<file path="src/design/pse_pkg.sv">
// ----------------------------------------------------------------------------
// pse_pkg
// Types, constants and byte helpers shared by the PNG stored-stream encoder.
// ----------------------------------------------------------------------------
`default_nettype none

package pse_pkg;

  localparam int unsigned DimW     = 15;
  localparam int unsigned MaxDim   = 16384;
  localparam int unsigned RawW     = 30;
  localparam int unsigned BlkBytes = 65535;
  localparam logic [16:0] AdlerMod = 17'd65521;
  localparam logic [31:0] CrcPoly  = 32'hEDB88320;
  localparam logic [31:0] AllOnes  = 32'hFFFFFFFF;

  // Command codes of an input transaction
  localparam logic CmdStart = 1'b0;
  localparam logic CmdPixel = 1'b1;

  // Configuration register indexes
  localparam logic RegWidth  = 1'b0;
  localparam logic RegHeight = 1'b1;

  typedef struct packed {
    logic       command;
    logic [7:0] red;
    logic [7:0] green;
    logic [7:0] blue;
  } in_item_t;

  typedef struct packed {
    logic [7:0] data_byte;
    logic       run_last;
    logic       file_end;
  } out_item_t;

  // Control of the shared checksum unit
  typedef struct packed {
    logic init_crc;
    logic init_adler;
    logic upd_crc;
    logic upd_adler;
  } sum_ctl_t;

  // One byte through the reflected CRC-32
  function automatic logic [31:0] crc_byte(input logic [31:0] c, input logic [7:0] b);
    logic [31:0] r;
    r = c ^ {24'd0, b};
    for (int k = 0; k < 8; k++) begin
      r = r[0] ? (CrcPoly ^ (r >> 1)) : (r >> 1);
    end
    return r;
  endfunction

  // Big-endian byte sel of a 32-bit word
  function automatic logic [7:0] be_byte(input logic [31:0] x, input logic [1:0] sel);
    logic [7:0] r;
    unique case (sel)
      2'd0:    r = x[31:24];
      2'd1:    r = x[23:16];
      2'd2:    r = x[15:8];
      default: r = x[7:0];
    endcase
    return r;
  endfunction

  // Fixed bytes of the preamble (variable positions read as zero)
  function automatic logic [7:0] pre_const(input logic [5:0] idx);
    logic [7:0] r;
    case (idx)
      6'd0:  r = 8'h89;
      6'd1:  r = 8'h50;
      6'd2:  r = 8'h4E;
      6'd3:  r = 8'h47;
      6'd4:  r = 8'h0D;
      6'd5:  r = 8'h0A;
      6'd6:  r = 8'h1A;
      6'd7:  r = 8'h0A;
      6'd11: r = 8'h0D;
      6'd12: r = 8'h49;
      6'd13: r = 8'h48;
      6'd14: r = 8'h44;
      6'd15: r = 8'h52;
      6'd24: r = 8'h08;
      6'd25: r = 8'h02;
      6'd37: r = 8'h49;
      6'd38: r = 8'h44;
      6'd39: r = 8'h41;
      6'd40: r = 8'h54;
      6'd41: r = 8'h78;
      6'd42: r = 8'h01;
      default: r = 8'h00;
    endcase
    return r;
  endfunction

  // IEND type and its CRC
  function automatic logic [7:0] iend_byte(input logic [2:0] idx);
    logic [7:0] r;
    case (idx)
      3'd0: r = 8'h49;
      3'd1: r = 8'h45;
      3'd2: r = 8'h4E;
      3'd3: r = 8'h44;
      3'd4: r = 8'hAE;
      3'd5: r = 8'h42;
      3'd6: r = 8'h60;
      3'd7: r = 8'h82;
      default: r = 8'h00;
    endcase
    return r;
  endfunction

endpackage

`default_nettype wire

</file>
<file path="src/design/pse_size_calc.sv">
// ----------------------------------------------------------------------------
// pse_size_calc
// Raw IDAT byte count and IDAT chunk length from the image size, in three
// registered steps: multiply, block count, length sum.
// ----------------------------------------------------------------------------
`default_nettype none

module pse_size_calc (
  input  wire logic                     clk,
  input  wire logic [pse_pkg::DimW-1:0] image_width,
  input  wire logic [pse_pkg::DimW-1:0] image_height,
  output logic      [pse_pkg::RawW-1:0] raw_bytes,
  output logic      [31:0]              idat_len
);
  import pse_pkg::*;

  logic [15:0] row_bytes;
  logic [30:0] product;
  logic [16:0] split_sum;
  logic        ge_blk;
  logic [16:0] rem;
  logic [14:0] nblk_next;
  logic [14:0] nblk;
  logic [RawW-1:0] raw_d;

  // Bytes per row: filter byte plus three per pixel
  assign row_bytes = 16'd1 + 16'(3 * 17'(image_width));
  assign product   = 31'(image_height) * 31'(row_bytes);

  // Divide by 65535: x = a*65535 + (a + b)
  assign split_sum = 17'(raw_bytes[RawW-1:16]) + 17'(raw_bytes[15:0]);
  assign ge_blk    = split_sum >= 17'(BlkBytes);
  assign rem       = ge_blk ? split_sum - 17'(BlkBytes) : split_sum;
  assign nblk_next = 15'(raw_bytes[RawW-1:16]) + 15'(ge_blk) + 15'(rem != 17'd0);

  // Free-running pipeline; a register write settles through the registered steps
  always_ff @(posedge clk) begin
    raw_bytes <= product[RawW-1:0];
    nblk      <= nblk_next;
    raw_d     <= raw_bytes;
    idat_len  <= 32'(raw_d) + 32'(5 * 18'(nblk)) + 32'd6;
  end

endmodule

`default_nettype wire

</file>
<file path="src/design/pse_checksum.sv">
// ----------------------------------------------------------------------------
// pse_checksum
// Shared byte-serial CRC-32 and Adler-32 unit, one byte a cycle on update.
// ----------------------------------------------------------------------------
`default_nettype none

module pse_checksum (
  input  wire logic              clk,
  input  wire logic              rst,
  input  wire pse_pkg::sum_ctl_t ctl,
  input  wire logic [7:0]        data,
  output logic      [31:0]       crc,
  output logic      [15:0]       adler_low,
  output logic      [15:0]       adler_high
);
  import pse_pkg::*;

  logic [16:0] lo_sum;
  logic [16:0] lo_red;
  logic [16:0] hi_sum;
  logic [16:0] hi_red;

  // Adler sums modulo 65521
  assign lo_sum = 17'(adler_low) + 17'(data);
  assign lo_red = (lo_sum >= AdlerMod) ? lo_sum - AdlerMod : lo_sum;
  assign hi_sum = 17'(adler_high) + lo_red;
  assign hi_red = (hi_sum >= AdlerMod) ? hi_sum - AdlerMod : hi_sum;

  always_ff @(posedge clk) begin
    if (rst) begin
      crc        <= AllOnes;
      adler_low  <= 16'd1;
      adler_high <= 16'd0;
    end else begin
      // Restart or advance the CRC
      if (ctl.init_crc) begin
        crc <= AllOnes;
      end else if (ctl.upd_crc) begin
        crc <= crc_byte(crc, data);
      end
      // Restart or advance Adler-32
      if (ctl.init_adler) begin
        adler_low  <= 16'd1;
        adler_high <= 16'd0;
      end else if (ctl.upd_adler) begin
        adler_low  <= lo_red[15:0];
        adler_high <= hi_red[15:0];
      end
    end
  end

endmodule

`default_nettype wire

</file>
<file path="src/design/png_stored_stream_encoder.sv">
// ----------------------------------------------------------------------------
// png_stored_stream_encoder
// Streams an 8-bit RGB PNG file built from stored deflate blocks.
// ----------------------------------------------------------------------------
// Usage: set image_width and image_height through the write port while no
// frame is open. A start transaction (command 0) produces the 43-byte
// preamble; each pixel transaction (command 1) produces its R, G, B bytes,
// preceded by a filter byte at the start of a row and by a 5-byte block
// header wherever a stored block begins. The last pixel also produces the
// 20-byte trailer (Adler-32, IDAT CRC, IEND). run_last flags the final byte
// of each transaction, file_end the final byte of the file.
// Timing: one output byte per cycle while out_ready is high. The first byte
// of a transaction passes the state register, then the output register. A
// pixel runs from idle through its 3 or 4 bytes, after a block header where
// a stored block opens and before the trailer at the last pixel; a start
// runs through the preamble. in_ready is high only while the sequencer is
// idle. One output register sits between the sequencer and out_*; a
// stalled receiver holds the sequencer with no byte lost.
// Reset returns to idle with 1 x 1 image size and no frame open.
// ----------------------------------------------------------------------------
`default_nettype none

module png_stored_stream_encoder (
  input  wire logic                     clk,
  input  wire logic                     rst,
  input  wire logic                     cfg_we,
  input  wire logic                     cfg_index,
  input  wire logic [pse_pkg::DimW-1:0] cfg_data,
  input  wire logic                     in_valid,
  output logic                          in_ready,
  input  wire pse_pkg::in_item_t        in_item,
  output logic                          out_valid,
  input  wire logic                     out_ready,
  output pse_pkg::out_item_t            out_item
);
  import pse_pkg::*;

  typedef enum logic [4:0] {
    ST_IDLE = 5'b00001,
    ST_PRE  = 5'b00010,
    ST_PIX  = 5'b00100,
    ST_HDR  = 5'b01000,
    ST_TRL  = 5'b10000
  } state_t;

  state_t          state;
  logic [5:0]      idx;
  logic [1:0]      raw_idx;
  logic [DimW-1:0] image_width;
  logic [DimW-1:0] image_height;
  logic            frame_active;
  logic [13:0]     column_count;
  logic [13:0]     row_count;
  logic [RawW-1:0] raw_bytes_left;
  logic [15:0]     block_bytes_left;
  logic [7:0]      red;
  logic [7:0]      green;
  logic [7:0]      blue;

  logic [RawW-1:0] raw_bytes;
  logic [31:0]     idat_len;
  logic [31:0]     crc;
  logic [15:0]     adler_low;
  logic [15:0]     adler_high;
  sum_ctl_t        ctl;

  logic            in_accept;
  logic            emit;
  logic [7:0]      data;
  logic            last_raw;
  logic            row_done;
  logic            frame_done;
  logic [DimW-1:0] dim_clamped;
  logic [5:0]      idx_m1;
  logic [15:0]     blk_len;
  logic [15:0]     blk_nlen;
  logic            blk_final;
  logic [7:0]      raw_val;

  pse_size_calc u_size (
    .clk          (clk),
    .image_width  (image_width),
    .image_height (image_height),
    .raw_bytes    (raw_bytes),
    .idat_len     (idat_len)
  );

  pse_checksum u_sum (
    .clk        (clk),
    .rst        (rst),
    .ctl        (ctl),
    .data       (data),
    .crc        (crc),
    .adler_low  (adler_low),
    .adler_high (adler_high)
  );

  assign in_ready  = (state == ST_IDLE);
  assign in_accept = in_valid && in_ready;
  // Advance only when the output register is free or being drained
  assign emit = (state == ST_PRE || state == ST_HDR || state == ST_TRL
                 || (state == ST_PIX && block_bytes_left != 16'd0))
                && (!out_valid || out_ready);

  assign idx_m1    = idx - 6'd1;
  assign blk_final = raw_bytes_left <= RawW'(BlkBytes);
  assign blk_len   = blk_final ? raw_bytes_left[15:0] : 16'(BlkBytes);
  assign blk_nlen  = ~blk_len;
  assign last_raw  = (raw_idx == 2'd3);
  assign row_done  = (15'(column_count) + 15'd1) >= image_width;
  assign frame_done = row_done && ((15'(row_count) + 15'd1) >= image_height);

  // Clamp a written dimension into 1 .. MaxDim
  always_comb begin
    if (cfg_data == '0) begin
      dim_clamped = DimW'(1);
    end else if (cfg_data > DimW'(MaxDim)) begin
      dim_clamped = DimW'(MaxDim);
    end else begin
      dim_clamped = cfg_data;
    end
  end

  // Select the raw byte of the pixel
  always_comb begin
    unique case (raw_idx)
      2'd0:    raw_val = 8'h00;
      2'd1:    raw_val = red;
      2'd2:    raw_val = green;
      default: raw_val = blue;
    endcase
  end

  // Build the outgoing byte and the checksum control
  always_comb begin
    data = 8'h00;
    ctl  = '0;
    unique case (state)
      ST_PRE: begin
        if (idx >= 6'd16 && idx <= 6'd19) begin
          data = be_byte(32'(image_width), idx[1:0]);
        end else if (idx >= 6'd20 && idx <= 6'd23) begin
          data = be_byte(32'(image_height), idx[1:0]);
        end else if (idx >= 6'd29 && idx <= 6'd32) begin
          data = be_byte(~crc, idx_m1[1:0]);
        end else if (idx >= 6'd33 && idx <= 6'd36) begin
          data = be_byte(idat_len, idx_m1[1:0]);
        end else begin
          data = pre_const(idx);
        end
        ctl.upd_crc  = emit && ((idx >= 6'd12 && idx <= 6'd28) || idx >= 6'd37);
        ctl.init_crc = emit && (idx == 6'd32);
      end
      ST_HDR: begin
        unique case (idx[2:0])
          3'd0:    data = {7'd0, blk_final};
          3'd1:    data = blk_len[7:0];
          3'd2:    data = blk_len[15:8];
          3'd3:    data = blk_nlen[7:0];
          default: data = blk_nlen[15:8];
        endcase
        ctl.upd_crc = emit;
      end
      ST_PIX: begin
        data          = raw_val;
        ctl.upd_crc   = emit;
        ctl.upd_adler = emit;
      end
      ST_TRL: begin
        if (idx < 6'd4) begin
          data        = be_byte({adler_high, adler_low}, idx[1:0]);
          ctl.upd_crc = emit;
        end else if (idx < 6'd8) begin
          data = be_byte(~crc, idx[1:0]);
        end else if (idx < 6'd12) begin
          data = 8'h00;
        end else begin
          // Positions 12 to 19 map onto IEND bytes 0 to 7
          data = iend_byte(idx[2:0] + 3'd4);
        end
      end
      default: begin
        ctl.init_crc   = in_accept && (in_item.command == CmdStart);
        ctl.init_adler = in_accept && (in_item.command == CmdStart);
      end
    endcase
  end

  // Configuration registers, frozen while a frame is open
  always_ff @(posedge clk) begin
    if (rst) begin
      image_width  <= DimW'(1);
      image_height <= DimW'(1);
    end else if (cfg_we && !frame_active) begin
      if (cfg_index == RegWidth) begin
        image_width <= dim_clamped;
      end else begin
        image_height <= dim_clamped;
      end
    end
  end

  // Hold the pixel components of the transaction
  always_ff @(posedge clk) begin
    if (in_accept) begin
      red   <= in_item.red;
      green <= in_item.green;
      blue  <= in_item.blue;
    end
  end

  // Sequencer
  always_ff @(posedge clk) begin
    if (rst) begin
      state            <= ST_IDLE;
      idx              <= '0;
      raw_idx          <= '0;
      frame_active     <= 1'b0;
      column_count     <= '0;
      row_count        <= '0;
      raw_bytes_left   <= '0;
      block_bytes_left <= '0;
    end else begin
      unique case (state)
        ST_IDLE: begin
          if (in_accept) begin
            if (in_item.command == CmdStart) begin
              state            <= ST_PRE;
              idx              <= '0;
              frame_active     <= 1'b1;
              column_count     <= '0;
              row_count        <= '0;
              block_bytes_left <= '0;
            end else if (frame_active) begin
              state   <= ST_PIX;
              raw_idx <= (column_count == 14'd0) ? 2'd0 : 2'd1;
            end
          end
        end
        ST_PRE: begin
          if (emit) begin
            idx <= idx + 6'd1;
            if (idx == 6'd42) begin
              state          <= ST_IDLE;
              raw_bytes_left <= raw_bytes;
            end
          end
        end
        ST_HDR: begin
          if (emit) begin
            idx <= idx + 6'd1;
            if (idx == 6'd4) begin
              state            <= ST_PIX;
              block_bytes_left <= blk_len;
            end
          end
        end
        ST_PIX: begin
          if (block_bytes_left == 16'd0) begin
            // Open a new stored block first
            state <= ST_HDR;
            idx   <= '0;
          end else if (emit) begin
            block_bytes_left <= block_bytes_left - 16'd1;
            if (raw_bytes_left != '0) begin
              raw_bytes_left <= raw_bytes_left - RawW'(1);
            end
            raw_idx <= raw_idx + 2'd1;
            if (last_raw) begin
              if (frame_done) begin
                state        <= ST_TRL;
                idx          <= '0;
                frame_active <= 1'b0;
                column_count <= '0;
                row_count    <= '0;
              end else begin
                if (row_done) begin
                  column_count <= '0;
                  row_count    <= row_count + 14'd1;
                end else begin
                  column_count <= column_count + 14'd1;
                end
                state <= ST_IDLE;
              end
            end
          end
        end
        ST_TRL: begin
          if (emit) begin
            idx <= idx + 6'd1;
            if (idx == 6'd19) begin
              state <= ST_IDLE;
            end
          end
        end
        default: state <= ST_IDLE;
      endcase
    end
  end

  // Output register
  always_ff @(posedge clk) begin
    if (rst) begin
      out_valid <= 1'b0;
    end else if (emit) begin
      out_valid <= 1'b1;
    end else if (out_ready) begin
      out_valid <= 1'b0;
    end
  end

  always_ff @(posedge clk) begin
    if (emit) begin
      out_item.data_byte <= data;
      out_item.run_last  <= (state == ST_PRE && idx == 6'd42)
                            || (state == ST_PIX && last_raw && !frame_done)
                            || (state == ST_TRL && idx == 6'd19);
      out_item.file_end  <= (state == ST_TRL && idx == 6'd19);
    end
  end

endmodule

`default_nettype wire

</file>
<file path="config.mk">
export PLATFORM = sky130hd
export DESIGN_NAME = png_stored_stream_encoder
export DESIGN_NICKNAME = d
export VERILOG_FILES = /design/src/design/pse_pkg.sv /design/src/design/pse_size_calc.sv /design/src/design/pse_checksum.sv /design/src/design/png_stored_stream_encoder.sv
export SDC_FILE = /design/constraint.sdc
export NUM_CORES = 2
export LEC_CHECK = 0
export BUFFER_PORTS_ARGS = -buffer_cell sky130_fd_sc_hd__clkbuf_2
export CORE_MARGIN = 1.5
export CORE_UTILIZATION = 65
export DETAILED_ROUTE_END_ITERATION = 10
export PLACE_DENSITY_LB_ADDON = 0.12
export REMOVE_ABC_BUFFERS = 1
export SLEW_MARGIN = 20
export SYNTH_ARGS = -nofsm -noshare
export SYNTH_HDL_FRONTEND = slang
export SYNTH_SLANG_ARGS = --single-unit
</file>
<file path="constraint.sdc">
create_clock -name clk -period 8.8 [get_ports clk]
set_clock_uncertainty 0.05 [all_clocks]
set_input_delay 0.44 -clock clk [delete_from_list [all_inputs] [get_ports clk]]
set_output_delay 0.44 -clock clk [all_outputs]
set_load 0.05 [all_outputs]
</file>
==> impl_results.md <==
- Status: finished, final reports clean
- Sw Pwr: 1.582 mW
- CTS max path bufs: 3
- Min-delay worst type: primary input to register
- Worst EP required: 9190 ps
- Remaining DRCs: 0
- Count of nets after finishing: 4151
- Max Fclk: 118.1 MHz
- Post-synth cell types: 111
- Total wire length: 88090 µm
- # fillers: 3564
- Cell Area, Placed: 31200 µm²
- Largest fanout on the critical path: 33
- Initial core utilization: 66.25%
- Max_cap viols: 0
- Synth Area in Compound Gates: 17.44%
- Core area: 45580 µm²
- WP buf/inv: 4
- Logic pwr share: 25.7%
- DR top layer: met5
- CP startpoint kind: register
- Routability cong.: 1.103
- P_int: 3.124 mW
- Drt wl/cell: 20.49 µm
- Area leader, netlist: dfxtp_1
- DR pass1 iterations: 9
- CTS Buf Count: 39
- Critical path class: register to register
- Fin area: 32900 µm²
- Main combinational cell family by area after synthesis: adder cells
- Final worst-path cycle share: 96.20%
- Clock transition at path regs: 70 ps
- Die H: 218.5 µm
- Setup TNS Final: 0 ps
- Chip width: 218.5 µm
- Fraction of layout cells with a size suffix above 1: 9.135%
- Leak pwr: 14.53 nW
- Gate Count Post-Synth: 3640
- Initial DRC count: 2733
- Post-synthesis adder-cell area fraction: 22.95%
- Top post-synthesis cells by area: dfxtp_1 20%, fa_1 13%, ha_1 9.8%
- First-pass GRT wire length: 139700 µm
- Global route total overflow: 0
- Area share of and/or/nand/nor cells after synthesis: 20.34%
- DP HPWL: 67230 µm
- Slew Limit Fails: 0
- Area added between synthesis and finish: 8.955%
- Site row count: 78
- Slew of the pin with the lowest slew margin: 1006 ps
- Post-Synth XOR/XNOR Area: 8.142%
- Vias in the first global route: 26.58k
- TritonCTS clock tree: yes
- Initial antenna violation count: 2
- CTS Sinks: 332
- Critical Path Sink Type: register
- PD cells: 143.1 nW/µm²
- Final Setup Violations: 0
- Family with the most delay on the worst path: compound AO/OA/AOI/OAI gates
- H-Tree Depth: 2
- FFs w/ async S/R, synth: 0%
- Vias/cell: 6.373
- Max stage delay on crit path: 590 ps
- Total die area: 47760 µm²
- Root Driver: clkbuf_16
- Mapped Avg Cell Area: 8.295 µm²
- Hold Fails Final Rpt: 0
- Sequential-to-total area share from yosys stat: 23.14%
- Routed Antenna Nets: 0
- N_diodes: 0
- Synthesis-stage register bit count: 332
- Max VDD drop: 0.2282 mV
- Met1 WL: 35010 µm
- Max_slew headroom: 32.78%
- Final Util: 72.18%
- Main synth FF type: dfxtp_1
- Crit-path slowest cell: or4_4
- Gr usage total: 36.80%
- Synthesized cell area: 30200 µm²
- Top cell type's share of synthesized area: 19.76%
- Clock latency on the worst-skew pair: 570 ps
- Hold_ws: 9.933 ps
- Warnings, synthesis: 0
- PortBufs: 57
- Clk network pwr share: 36.5%
- EDFF count, synth: 34
- Switching Fraction: 33.62%
- Leading cell type in the layout, fill and taps excluded: nand2_1
- Commonest non-fill, non-tap cells in the layout: 447 x nand2_1, 340 x inv_1, 297 x dfxtp_1
- Data arrival time of the critical path: 8850 ps
- Routed met3 length: 8044 µm
- Post-synthesis mux area share: 1.256%
- Register share of total power: 37.8%
- Vias: 27.40k
- I/O Pins: 58
- Largest net degree at the start of global routing: 70
- Period minus WS final: 8465 ps
- WL met2: 41500 µm
power groups by stage:
stage	Clock, mW	Sequential, mW	Combinational [mW]
5_1_grt	1.79	1.78	1.34
3_5_place_dp	0	1.80	1.18
6_report	1.72	1.78	1.21
3_3_place_gp	0	1.80	1.14
2_1_floorplan	0	1.75	0.837
4_1_cts	1.72	1.77	1.19
worst register-to-register path, delay by kind of cell, from the launching register on:
family	cells	cell delay, ps
fa+ha+maj	3	940
xor+xnor	1	170
buf+inv	4	680
compound gates	14	3430
simple gates	10	2370
mux	1	290
flops	1	400
metal layers:
metal / track usage [%] / vias to the layer above
met3: 6.917 / 278
met2: 61.07 / 1390
met5: 0 / -
met4: 14.51 / 2
li1: - / 12570
met1: 47.28 / 13160
final cells by class:
| type | instances | area, µm² | area share (%) |
|---|---|---|---|
| Clock buffer | 48 | 1082 | 3.290 |
| Clock inverter | 23 | 280.3 | 0.8519 |
| Inverter | 344 | 1291 | 3.925 |
| Multi-Input combinational cell | 2790 | 21360 | 64.94 |
| Sequential cell | 332 | 6988 | 21.24 |
| Tap cell | 600 | 750.7 | 2.282 |
| Timing Repair Buffer | 163 | 1142 | 3.472 |
path summary, 6_finish.rpt:
kind	start	to	slack, ps	depth (start not counted)
worst max-delay path	idx[0]$_SDFFE_PP0P_	u_sum.adler_high[8]$_SDFFE_PP0P_	330	33
worst max register to register	idx[0]$_SDFFE_PP0P_	u_sum.adler_high[8]$_SDFFE_PP0P_	330	33
worst min register to register	u_size.raw_bytes[6]$_DFF_P_	u_size.raw_d[6]$_DFF_P_	380	0
worst min-delay path	in_item[20]	red[4]$_DFFE_PP_	10	1
sequential cells by signal, indices dropped and copies added (netlist names), 2 cells and up, named ones only:
signal,count
blue,8
u_sum.adler_low,16
idx,6
green,8
u_sum.crc,32
column_count,14
red,8
row_count,14
u_sum.adler_high,16
state,5
out_item,10
u_size.nblk,15
raw_idx,2
block_bytes_left,16
u_size.raw_d,30
image_height,15
u_size.idat_len,32
u_size.raw_bytes,30
image_width,15
raw_bytes_left,30
cell usage after synthesis (33+ instances only):
cell type / instances
dfxtp_1: 298
o21ai_0: 177
ha_1: 237
inv_1: 340
a22oi_1: 37
nand3_1: 85
edfxtp_1: 34
xor2_1: 98
nand2_1: 447
a21oi_1: 206
nor3_1: 69
xnor2_1: 141
and2_1: 117
clkbuf_1: 136
nor2_1: 272
o211ai_1: 44
nor2b_1: 38
a211oi_1: 33
fa_1: 198
a21o_1: 45
kinds of logic (layout without fill, tap and decap cells):
logic type,Yosys count,in the layout
AND/OR/NAND/NOR,1261,1262
AO/OA/AOI/OAI,799,799
buffers and inverters,519,578
adder cells (fa/ha/maj),435,435
flip-flops,332,332
XOR/XNOR,258,258
multiplexers,35,35
other,1,1
what timing repair did:
action	in CTS	in global routing
resized for setup	4	33
pin swaps	2	2
cloned	0	1
setup buffers	3	3
setup endpoints to repair	13	26
endpoints found under the hold margin	14	0
hold buffers	14	0
metrics by stage:
step | setup slack [ps] | instances | power (mW)
detailed placement | -303.0 | 4208 | 2.975
CTS | 0.4334 | 4296 | 4.683
floorplan | 157.2 | 3465 | 2.587
global placement | 24.75 | 4208 | 2.945
global route | -18.51 | 4300 | 4.911
finish | 334.6 | 4300 | 4.707
(Power assumes the default switching activity.)
